<file path="src/assert_macros.svh">
// Assertion macros shared by the scan driver RTL.
`ifndef ASSERT_MACROS_SVH
`define ASSERT_MACROS_SVH

// The consequent must hold in the cycle after the antecedent.
`define ASSERT_NEXT(label, ante, cons, msg) \
	label: assert property (@(posedge clk) disable iff (!arst_n) (ante) |=> (cons)) \
		else $error(msg);

// The consequent must hold in the same cycle as the antecedent.
`define ASSERT_SAME(label, ante, cons, msg) \
	label: assert property (@(posedge clk) disable iff (!arst_n) (ante) |-> (cons)) \
		else $error(msg);

`endif

</file>
<file path="src/sssd_pkg.sv">
// Shared types, tables and arithmetic helpers for the seven-segment scan driver.
`timescale 1ns / 1ps

package sssd_pkg;

	// Widest digit index plus one (up to eight digits, plus the next higher weight).
	localparam int unsigned IdxW = 4;
	localparam int unsigned ValueW = 14;
	localparam int unsigned SegW = 7;
	localparam int unsigned DigitPosW = 2;

	typedef logic [ValueW-1:0] value_t;
	typedef logic [SegW-1:0] seg_t;
	typedef logic [IdxW-1:0] idx_t;

	// Result of decoding one digit: whether it lights and its segment pattern.
	typedef struct packed {
		logic lit;
		seg_t segments;
	} digit_dec_t;

	// Power of ten, evaluated at elaboration for the range limit.
	function automatic int pow10(input int n);
		int r;
		int i;
		r = 1;
		for (i = 0; i < n && i < 9; i++) begin
			r = r * 10;
		end
		return r;
	endfunction

	// Quotient of a 14-bit value by 10^k, by reciprocal multiplication.
	// The reciprocals are exact over the whole 14-bit range.
	function automatic value_t div_pow10(input value_t x, input idx_t k);
		logic [31:0] p;
		value_t q;
		p = '0;
		q = '0;
		unique case (k)
			4'd0: q = x;
			4'd1: begin
				p = 32'(x) * 32'd52429;
				q = ValueW'(p >> 19);
			end
			4'd2: begin
				p = 32'(x) * 32'd5243;
				q = ValueW'(p >> 19);
			end
			4'd3: begin
				p = 32'(x) * 32'd16778;
				q = ValueW'(p >> 24);
			end
			4'd4: begin
				p = 32'(x) * 32'd13422;
				q = ValueW'(p >> 27);
			end
			default: q = '0;
		endcase
		return q;
	endfunction

	// Segment pattern of a decimal digit; bit0 top through bit6 middle.
	function automatic seg_t seg_of(input logic [3:0] d);
		seg_t s;
		unique case (d)
			4'd0: s = 7'h3F;
			4'd1: s = 7'h06;
			4'd2: s = 7'h5B;
			4'd3: s = 7'h4F;
			4'd4: s = 7'h66;
			4'd5: s = 7'h6D;
			4'd6: s = 7'h7D;
			4'd7: s = 7'h07;
			4'd8: s = 7'h7F;
			4'd9: s = 7'h6F;
			default: s = 7'h00;
		endcase
		return s;
	endfunction

endpackage

</file>
<file path="src/sssd_digit.sv">
// Decimal digit extraction and segment decode for one scan position.
`timescale 1ns / 1ps

module sssd_digit #(
	parameter int DIGIT_COUNT = 4
) (
	input  sssd_pkg::value_t     value,
	input  logic                 out_of_range,
	input  sssd_pkg::idx_t       digit_idx,
	output sssd_pkg::digit_dec_t dec
);

	localparam int ValueLimit = sssd_pkg::pow10(DIGIT_COUNT) - 1;

	sssd_pkg::value_t q_cur;
	sssd_pkg::value_t q_next;
	sssd_pkg::value_t q_next_x10;
	sssd_pkg::value_t digit_full;
	logic             in_range;

	// The digit at weight 10^k is floor(v / 10^k) - 10 * floor(v / 10^(k+1)).
	always_comb begin
		q_cur      = sssd_pkg::div_pow10(value, digit_idx);
		q_next     = sssd_pkg::div_pow10(value, digit_idx + 1'b1);
		q_next_x10 = (q_next << 3) + (q_next << 1);
		digit_full = q_cur - q_next_x10;
		in_range   = 32'(value) <= 32'(ValueLimit);
		dec.lit    = !out_of_range && in_range && ((digit_idx == '0) || (q_cur != '0));
		dec.segments = dec.lit ? sssd_pkg::seg_of(digit_full[3:0]) : '0;
	end

endmodule

</file>
<file path="src/seven_segment_scan_driver_core.sv">
// Top level of the seven-segment scan driver: scan counter, pipeline and stream ports.
`timescale 1ns / 1ps
// Usage
// Each input item is one refresh tick. s_tdata[13:0] carries the value to show and
// s_tuser[0] flags it as out of range. For every item the block returns one result
// item on the master side: m_tdata[1:0] is the enabled digit position (0 is the
// leftmost digit) and m_tdata[8:2] the segment pattern, bit 0 top through bit 6 middle.
// A scan counter steps from DIGIT_COUNT-1 down to 0 and wraps, one step per item.
// The value is shown right aligned in decimal with leading digits blank; values too
// large for the display, or flagged, blank every segment. On a blank tick the digit
// position repeats the last position that was lit.
// The result is presented from the result register: the item passes one input register
// stage, then the result register, and a receiver stall can hold it in either stage.
// Throughput is one item per cycle while the receiver does not stall, set by the
// single-pass decode between those two registers.
// Reset puts the scan counter at DIGIT_COUNT-1, the held digit position at 0, and
// empties both stages. When the receiver stalls, the result register holds its item
// and the input stage keeps one more; s_tready drops only when both are full.

`include "assert_macros.svh"

module seven_segment_scan_driver_core #(
	parameter int DIGIT_COUNT = 4
) (
	input  logic        clk,
	input  logic        arst_n,
	// Input item stream.
	input  logic        s_tvalid,
	output logic        s_tready,
	input  logic [15:0] s_tdata,   // [13:0] value_cm, [15:14] zero
	input  logic [0:0]  s_tuser,   // [0] out_of_range
	// Result item stream.
	output logic        m_tvalid,
	input  logic        m_tready,
	output logic [15:0] m_tdata    // [1:0] digit_position, [8:2] segments, [15:9] zero
);

	localparam int PosW = (DIGIT_COUNT > 1) ? $clog2(DIGIT_COUNT) : 1;

	// Scan counter, advanced once per accepted item.
	logic [PosW-1:0] scan_q;

	// Input register stage.
	logic             valid_s1;
	sssd_pkg::value_t value_s1;
	logic             flag_s1;
	logic [PosW-1:0]  pos_s1;

	// Result register and the held digit position.
	logic                                 out_valid_q;
	sssd_pkg::seg_t                       seg_q;
	logic [sssd_pkg::DigitPosW-1:0]       enabled_q;

	logic                 in_fire;
	logic                 advance;
	logic                 load_out;
	sssd_pkg::idx_t       digit_idx;
	sssd_pkg::digit_dec_t dec;

	// The result register frees when empty or when its item is taken; the input stage
	// frees when empty or when it moves into the result register.
	assign advance  = !out_valid_q || m_tready;
	assign load_out = valid_s1 && advance;
	assign s_tready = !valid_s1 || advance;
	assign in_fire  = s_tvalid && s_tready;

	always_ff @(posedge clk or negedge arst_n) begin
		if (!arst_n) begin
			scan_q <= PosW'(DIGIT_COUNT - 1);
		end else if (in_fire) begin
			if (scan_q == '0) begin
				scan_q <= PosW'(DIGIT_COUNT - 1);
			end else begin
				scan_q <= scan_q - 1'b1;
			end
		end
	end

	always_ff @(posedge clk or negedge arst_n) begin
		if (!arst_n) begin
			valid_s1 <= 1'b0;
		end else if (s_tready) begin
			valid_s1 <= s_tvalid;
		end
	end

	// The item payload travels with its scan position.
	always_ff @(posedge clk) begin
		if (in_fire) begin
			value_s1 <= s_tdata[13:0];
			flag_s1  <= s_tuser[0];
			pos_s1   <= scan_q;
		end
	end

	// Weight index: position DIGIT_COUNT-1 is the units digit.
	assign digit_idx = sssd_pkg::IdxW'(DIGIT_COUNT - 1) - sssd_pkg::IdxW'(pos_s1);

	sssd_digit #(
		.DIGIT_COUNT(DIGIT_COUNT)
	) u_digit (
		.value        (value_s1),
		.out_of_range (flag_s1),
		.digit_idx    (digit_idx),
		.dec          (dec)
	);

	always_ff @(posedge clk or negedge arst_n) begin
		if (!arst_n) begin
			out_valid_q <= 1'b0;
			enabled_q   <= '0;
		end else begin
			if (advance) begin
				out_valid_q <= valid_s1;
			end
			// A lit digit moves the enabled position; a blank one leaves it.
			if (load_out && dec.lit) begin
				enabled_q <= sssd_pkg::DigitPosW'(pos_s1);
			end
		end
	end

	always_ff @(posedge clk) begin
		if (load_out) begin
			seg_q <= dec.segments;
		end
	end

	assign m_tvalid = out_valid_q;
	assign m_tdata  = {7'b0, seg_q, enabled_q};

	`ASSERT_NEXT(a_scan_wrap, in_fire && (scan_q == '0), scan_q == PosW'(DIGIT_COUNT - 1),
		"scan counter did not wrap to the last position")
	`ASSERT_NEXT(a_scan_step, in_fire && (scan_q != '0), scan_q == $past(scan_q) - 1'b1,
		"scan counter did not step down by one")
	`ASSERT_NEXT(a_out_load, load_out, out_valid_q,
		"result register did not take the item from the input stage")
	`ASSERT_NEXT(a_pos_hold, !(load_out && dec.lit), $stable(enabled_q),
		"digit position changed without a lit digit")
	`ASSERT_SAME(a_blank_seg, load_out && !dec.lit, dec.segments == '0,
		"blank digit carries lit segments")

endmodule

</file>
<file path="config.mk">
export PLATFORM = sky130hd
export DESIGN_NAME = seven_segment_scan_driver_core
export DESIGN_NICKNAME = d
export VERILOG_FILES = /design/src/sssd_pkg.sv /design/src/sssd_digit.sv /design/src/seven_segment_scan_driver_core.sv
export VERILOG_INCLUDE_DIRS = /design/src /design/src/src
export SDC_FILE = /design/constraint.sdc
export NUM_CORES = 1
export LEC_CHECK = 0
export BUFFER_PORTS_ARGS = -buffer_cell sky130_fd_sc_hd__buf_2
export CAP_MARGIN = 15
export CORE_MARGIN = 2
export CORE_UTILIZATION = 44
export CTS_CLUSTER_SIZE = 40
export DETAILED_ROUTE_END_ITERATION = 16
export HOLD_SLACK_MARGIN = 0.03
export SYNTH_ARGS = -nofsm -noshare
export SYNTH_HDL_FRONTEND = slang
export SYNTH_HIERARCHICAL = 1
export SYNTH_SLANG_ARGS = --single-unit
</file>
<file path="constraint.sdc">
create_clock -name clk -period 23.7 [get_ports clk]
set_clock_uncertainty 0.05 [all_clocks]
set_input_delay 2.37 -clock clk [delete_from_list [all_inputs] [get_ports clk]]
set_output_delay 2.37 -clock clk [all_outputs]
set_load 0.005 [all_outputs]
</file>
==> results of run 1 <==
-- cell type report --
cell class	instances	area share
Multi-Input combinational cell	955	0.7627
Inverter	442	0.1157
Sequential cell	30	0.06090
Tap cell	396	0.03455
Timing Repair Buffer	40	0.01588
Clock buffer	7	0.009947
Clock inverter	1	0.0003490
-- flip-flops by register name, summed over array words and instances, names as in the netlist --
register / count
valid_s1: 1
seg_q: 7
value_s1: 14
flag_s1: 1
m_tvalid: 1
enabled_q: 2
scan_q: 2
pos_s1: 2
-- power by group through the flow --
stage / Sequential (mW) / Combinational (mW) / Clock, mW
6_report: 0.0813 / 1.57 / 0.0609
5_1_grt: 0.0828 / 1.81 / 0.0641
4_1_cts: 0.0814 / 1.58 / 0.0620
3_5_place_dp: 0.0817 / 1.57 / 0
3_3_place_gp: 0.0821 / 1.54 / 0
2_1_floorplan: 0.0837 / 1.20 / 0
-- cells by family (layout without fill, tap and decap cells) --
logic type	count (synthesis)	after routing
buffers and inverters	460	490
multiplexers	9	9
AND/OR/NAND/NOR	182	182
AO/OA/AOI/OAI	199	199
flip-flops	30	30
adder cells (fa/ha/maj)	534	534
XOR/XNOR	22	22
other	1	9
-- cells in the mapped netlist, types with 9 or more instances --
master and count:
a21o_1 13, inv_1 442, edfxtp_1 24, nand4_1 18, ha_1 336, fa_1 198
nor2_1 31, o21a_1 10, nand3_1 27, a21oi_1 64, o21ai_0 28, o211ai_1 10
xor2_1 15, nor3_1 9, nand2_1 44
-- metal layers --
| metal | up-vias | GRT usage | wire, µm | part of all wire |
|---|---|---|---|---|
| met5 | - | 0 | 0 | 0 |
| met4 | 0 | 0.02439 | 341 | 0.010 |
| met2 | 207 | 0.3667 | 15880 | 0.48 |
| li1 | 4702 | - | - | - |
| met1 | 4728 | 0.2981 | 15320 | 0.46 |
| met3 | 23 | 0.02229 | 1636 | 0.049 |
-- worst max path at each step --
stage                       startpoint        to  cells past startpoint
after floorplan           value_s1[12]  seg_q[6]                     27
after global placement     value_s1[9]  seg_q[6]                     27
after detailed placement   value_s1[9]  seg_q[6]                     27
after CTS                  value_s1[9]  seg_q[6]                     27
after global routing       value_s1[9]  seg_q[6]                     27
final                      value_s1[9]  seg_q[6]                     27
-- per-stage QoR --
stage	util	setup WS [ns]	area [µm²]
2_1_floorplan	-	16.16	13590
3_3_place_gp	0.4664	15.27	14190
3_5_place_dp	0.4664	15.22	14190
4_1_cts	0.4713	15.18	14340
5_1_grt	0.4713	14.71	14340
6_report	0.4713	15.19	14340
-- worst reg2reg max path, cell delays in order (launching register included) --
cell and delay, ns:
edfxtp_1 0.74, ha_1 0.65, inv_1 0.10, fa_1 0.61, fa_1 0.48, fa_1 0.56
inv_1 0.06, fa_1 0.50, inv_1 0.05, fa_1 0.49, inv_1 0.04, ha_1 0.37
nand4_4 0.15, nor4_1 0.28, a31oi_1 0.11, o21ai_1 0.16, xor2_1 0.34, a22oi_1 0.14
o21ai_0 0.14, a21o_1 0.18, inv_1 0.06, ha_1 0.34, xor2_1 0.66, nand2_1 0.25
or3_2 0.46, a22oi_1 0.21, nor3_2 0.07, a21oi_2 0.12
==> flow_summary_export.csv, run 1 <==
group,metric,value,unit
status,status,"finished clean",
clock_network,cts.htree.levels,2,
critical_path,crit_path_start_kind,"register",
global_route,grt_use_total,0.2127,
clock_network,cts_root_buf,"clkbuf_16",
power,fin_total_pwr,1.715,mW
floorplanning,die_w,179.5,µm
yosys,syn_inst,1437,
yosys,muxShareOfSynthArea,0.007383,
critical_path,slowest_stage,"edfxtp_1",
critical_path,cp_slowest_stage_delay,0.74,ns
power,p_per_area,119.6,mW/mm²
cells_and_area,seq_area,873.3,µm²
sta,slew_headroom,0.4277,
yosys,synth_compound_area_frac,0.1039,
detailed_routing,num_vias,9660,
yosys,synthAdderAreaFrac,0.6025,
clock_network,numClockSinks,30,
critical_path,crit_family,"adder cells",
critical_path,r2r_end,"seg_q[6]",
yosys,synth_simple_gate_area_share,0.07623,
cells_and_area,multiInputGateArea,0.01094,mm²
clock_network,cts_setup_buffers,0,
clock_network,cts_made_buffers,5,
detailed_routing,vias_per_cell,5.163,
cells_and_area,nFillCells,2931,
critical_path,reg2reg_from,"value_s1[9]",
yosys,synth_top_area_frac,0.3101,
global_route,overflow,0,
yosys,synthXorXnorAreaFrac,0.01421,
place,routabilityCongestion,0.9117,
sta,drv_slew,0,
floorplanning,die_y,179.5,µm
floorplanning,io_pins,39,
cells_and_area,drive_gt1_frac,0.06373,
critical_path,ff2ff_path_depth,27,
sta,period_needed,8.511,ns
power,switching_share,0.5717,
detailed_routing,wl_per_cell,17.73,µm
detailed_routing,drc,0,
critical_path,criticalPathCategory,"register to register",
clock_network,path_clk_slew,0.05,ns
min_path,hold_path_class,"register to register",
critical_path,worstPathRequired,23.78,ns
sta,hold_violations,0,
clock_network,cts_tree,"done",
floorplanning,start_util,0.4455,
power,combPwrFrac,0.917,
cells_and_area,fin_nets,2029,
detailed_routing,wl,33.18,mm
power,clkPwrFrac,0.036,
clock_network,clockBufferDepth,2,
global_route,grt_pass1_wl,54.13,mm
sta,clock.fmax,0.1175,GHz
yosys,netlist_top_cells_area,"ha_1, fa_1, inv_1",
cells_and_area,area_growth,5.778,%
clock_network,cts_hold_buf,0,
cells_and_area,final_cell_mix,"inv_1, ha_1, fa_1, a21oi_1, nand2_1",
power,power_frac_seq,0.047,
yosys,synth-seq-cells,30,
yosys,async_reset_ff_frac,0.2000,
floorplanning,fp-row-count,64,
sta,grt_setup_unrepaired,"no",
yosys,synth_area_leader_cell,"ha_1",
sta,setup_viol_count_final,0,
yosys,synth_edf_count,24,
sta,whs,0.4632,ns
critical_path,reg2reg_setup_slack,15.19,ns
min_path,hold_depth,2,
clock_network,post_cts_resized,0,
cells_and_area,fin_cells,1871,
critical_path,cp_data_arrival_time,8.59,ns
min_path,holdPathEnd,"scan_q[1]",
cells_and_area,layout_commonest_cell,"inv_1",
cells_and_area,diodes,0,
power,p_sw,980.7,µW
yosys,yosysWarnings,6,
place,placedCellCount,1863,
critical_path,cp_max_fo,12,
critical_path,crit_path_end_kind,"register",
floorplanning,core,0.03043,mm²
floorplanning,die_area,0.03223,mm²
sta,finalCritPeriodShare,0.3591,
power,leakagePower,7.872,nW
yosys,synth_top_family_by_area,"adder cells",
yosys,synth-main-ff-cell,"edfxtp_1",
clock_network,insertion_delay,0.27,ns
power,p_int,734.7,µW
yosys,ys_types,95,
detailed_routing,dr.pass1.iters,5,
global_route,grt_pass1_vias,10185,
place,hpwl,29.00,mm
place,io_buffers,29,
power,ir_worst_vdd,83.15,µV
flow_run,maxCapViolCount,0,
detailed_routing,ant_nets,0,
sta,tightestPinTransition,0.8585,ns
sta,tns,0,ns
critical_path,critPathBufInv,5,
global_route,grt_max_degree,18,
global_route,antenna_found_initial,0,
min_path,hp-start,"scan_q[1]",
yosys,seq_area_frac_synth,0.06442,
yosys,postSynthAreaPerCell,9.434,µm²
detailed_routing,drt_iter0_drc,516,
yosys,syn_area,0.01356,mm²
No activity file was read; power rests on OpenSTA's default activity.
==> run 2: changes to the inputs <==
Clock period 23.7 ns to 7.4 ns, I/O delays scaled along.
==> run 2 against run 1 <==
Effect of this change: sequential cell count unchanged; global-route usage increased by 0.48 points; worst setup slack got worse by 15 ns; via count increased by 3.6%; first-iteration DRC count increased by 2.5%; largest power group unchanged; routed wire length increased by 3.9%; sequential power increased to 3.2 times the previous value; fmax increased by 20%; non-clock buffer count increased by 54; count of clock-buffer cells in the layout decreased by 1; largest cell class unchanged.
==> flow_summary_export.csv, run 2 (same netlist as run 1, synthesis figures left out) <==
group,metric,value,unit
status,status,"finished clean",
critical_path,endpoint,"seg_q[6]",
detailed_routing,drt_iter0_drc,529,
place,routabilityCongestion,0.9470,
floorplanning,fp-row-count,64,
cells_and_area,drive_gt1_frac,0.1151,
critical_path,criticalPathCategory,"register to register",
floorplanning,io_pins,39,
clock_network,cts.htree.levels,2,
cells_and_area,largest_register,"value_s1",
global_route,grt_pass1_wl,55.42,mm
cells_and_area,postLayoutCellArea,0.01494,mm²
place,io_buffers,29,
clock_network,path_clk_slew,0.05,ns
floorplanning,core,0.03043,mm²
sta,period_needed,7.079,ns
cells_and_area,largest_reg_flops,14,
global_route,grt_pass1_vias,10577,
critical_path,r2r_end,"seg_q[6]",
critical_path,cp_slowest_stage_delay,0.55,ns
critical_path,reg2reg_from,"value_s1[6]",
critical_path,crit_path_start_kind,"register",
floorplanning,die_w,179.5,µm
critical_path,cp_data_arrival_time,7.15,ns
cells_and_area,area_growth,10.24,%
critical_path,slowest_stage,"fa_1",
critical_path,worstPathRequired,7.47,ns
global_route,overflow,0,
clock_network,clockBufferDepth,2,
clock_network,cts_tree,"done",
power,leakagePower,8.142,nW
sta,tns,0,ns
critical_path,ff2ff_path_depth,30,
global_route,grt_use_total,0.2175,
global_route,antenna_found_initial,1,
floorplanning,die_y,179.5,µm
critical_path,crit_path_frequent_cell,"inv_1",
critical_path,crit_family,"adder cells",
sta,setup_viol_count_final,0,
cells_and_area,final_cell_mix,"inv_1, ha_1, fa_1, a21oi_1, buf_4",
detailed_routing,wl_per_cell,17.90,µm
clock_network,numClockSinks,30,
detailed_routing,ant_nets,0,
floorplanning,die_area,0.03223,mm²
cells_and_area,fin_nets,2083,
detailed_routing,num_vias,10003,
cells_and_area,layout_commonest_cell,"inv_1",
detailed_routing,wl,34.47,mm
flow_run,maxCapViolCount,0,
critical_path,setup.worst_path.start,"value_s1[6]",
critical_path,reg2reg_setup_slack,0.32,ns
critical_path,crit_path_end_kind,"register",
sta,post-route-worst-setup-slack,0.3213,ns
sta,grt_setup_unrepaired,"yes",
global_route,grt_max_degree,18,
sta,clock.fmax,0.1413,GHz
clock_network,cts_root_buf,"clkbuf_16",
clock_network,insertion_delay,0.26,ns
sta,drv_slew,0,
clock_network,cts_made_buffers,5,
power,p_per_area,386.1,mW/mm²
detailed_routing,vias_per_cell,5.194,
sta,finalCritPeriodShare,0.9566,
clock_network,cts_hold_buf,0,
place,place_ws,0.03742,ns
cells_and_area,nFillCells,2874,
sta,tightestPinTransition,0.6379,ns
cells_and_area,largestRegisters,"value_s1 x14, seg_q x7",
place,place_area,0.01452,mm²
min_path,hold_path_class,"input port to async pin",
floorplanning,start_util,0.4455,
critical_path,crit_cells,30,
critical_path,critPathBufInv,7,
critical_path,cp_max_fo,7,
sta,hold_violations,0,
detailed_routing,drc,0,
power,ir_worst_vdd,309.8,µV
place,hpwl,30.88,mm
detailed_routing,dr.pass1.iters,4,
sta,slew_headroom,0.5743,
==> run 2: changes by cell type in the layout (fill, tap and decap cells not counted), moves of 4 or more <==
| cell | delta |
|---|---|
| ha_2 | +4 |
| ha_4 | +6 |
| ha_1 | -10 |
| inv_2 | +4 |
| inv_1 | -5 |
| buf_4 | +50 |
==> run 2: metrics by stage <==
step / cells / total power [mW] / util / hold slack, ns
6_report: 1926 / 5.770 / 0.4911 / 0.2463
5_1_grt: 1925 / 6.549 / 0.4910 / 0.2500
4_1_cts: 1913 / 5.589 / 0.4815 / 0.2436
3_5_place_dp: 1905 / 5.356 / 0.4770 / 0.4515
3_3_place_gp: 1905 / 5.254 / 0.4770 / 0.4339
2_1_floorplan: 1445 / 4.108 / - / 0.3944
==> run 2: layout make-up <==
type                            instances  area [µm²]  area share
Inverter                              442        1663      0.1113
Antenna cell                            1       2.502   0.0001674
Clock buffer                            6       128.9    0.008624
Multi-Input combinational cell        955       11110      0.7436
Sequential cell                        30       873.3     0.05844
Timing Repair Buffer                   94       660.6     0.04421
Clock inverter                          2       8.758   0.0005861
Tap cell                              396       495.5     0.03315
==> run 2: how the worst min path moves through the flow <==
stage / from / endpoint / slack [ns] / depth (start not counted)
after floorplan: arst_n / enabled_q[0] / 0.39 / 0
after global placement: scan_q[1] / scan_q[1] / 0.43 / 2
after detailed placement: enabled_q[1] / enabled_q[1] / 0.45 / 1
after CTS: arst_n / m_tvalid / 0.24 / 1
after global routing: arst_n / valid_s1 / 0.25 / 1
final: arst_n / m_tvalid / 0.25 / 1
==> run 2: metal layers <==
layer | up-vias | global-route usage | part of all wire
li1 | 4815 | - | -
met1 | 4884 | 0.2956 | 0.44
met2 | 248 | 0.3816 | 0.48
met3 | 56 | 0.01195 | 0.044
met4 | 0 | 0.05073 | 0.030
met5 | - | 0 | 0
==> run 2: where the power goes <==
part / leakage (nW) / switching, mW / internal (mW) / total [mW]
combinational: 7.77 / 3.16 / 2.17 / 5.33
clock: 0.0683 / 0.0616 / 0.122 / 0.184
sequential: 0.299 / 0.0222 / 0.237 / 0.260
==> run 2: what timing repair did <==
action / 4_1_cts / 5_1_grt
setup endpoints to repair: 0 / 7
buffers inserted: 0 / 12
gates resized for setup: 0 / 35
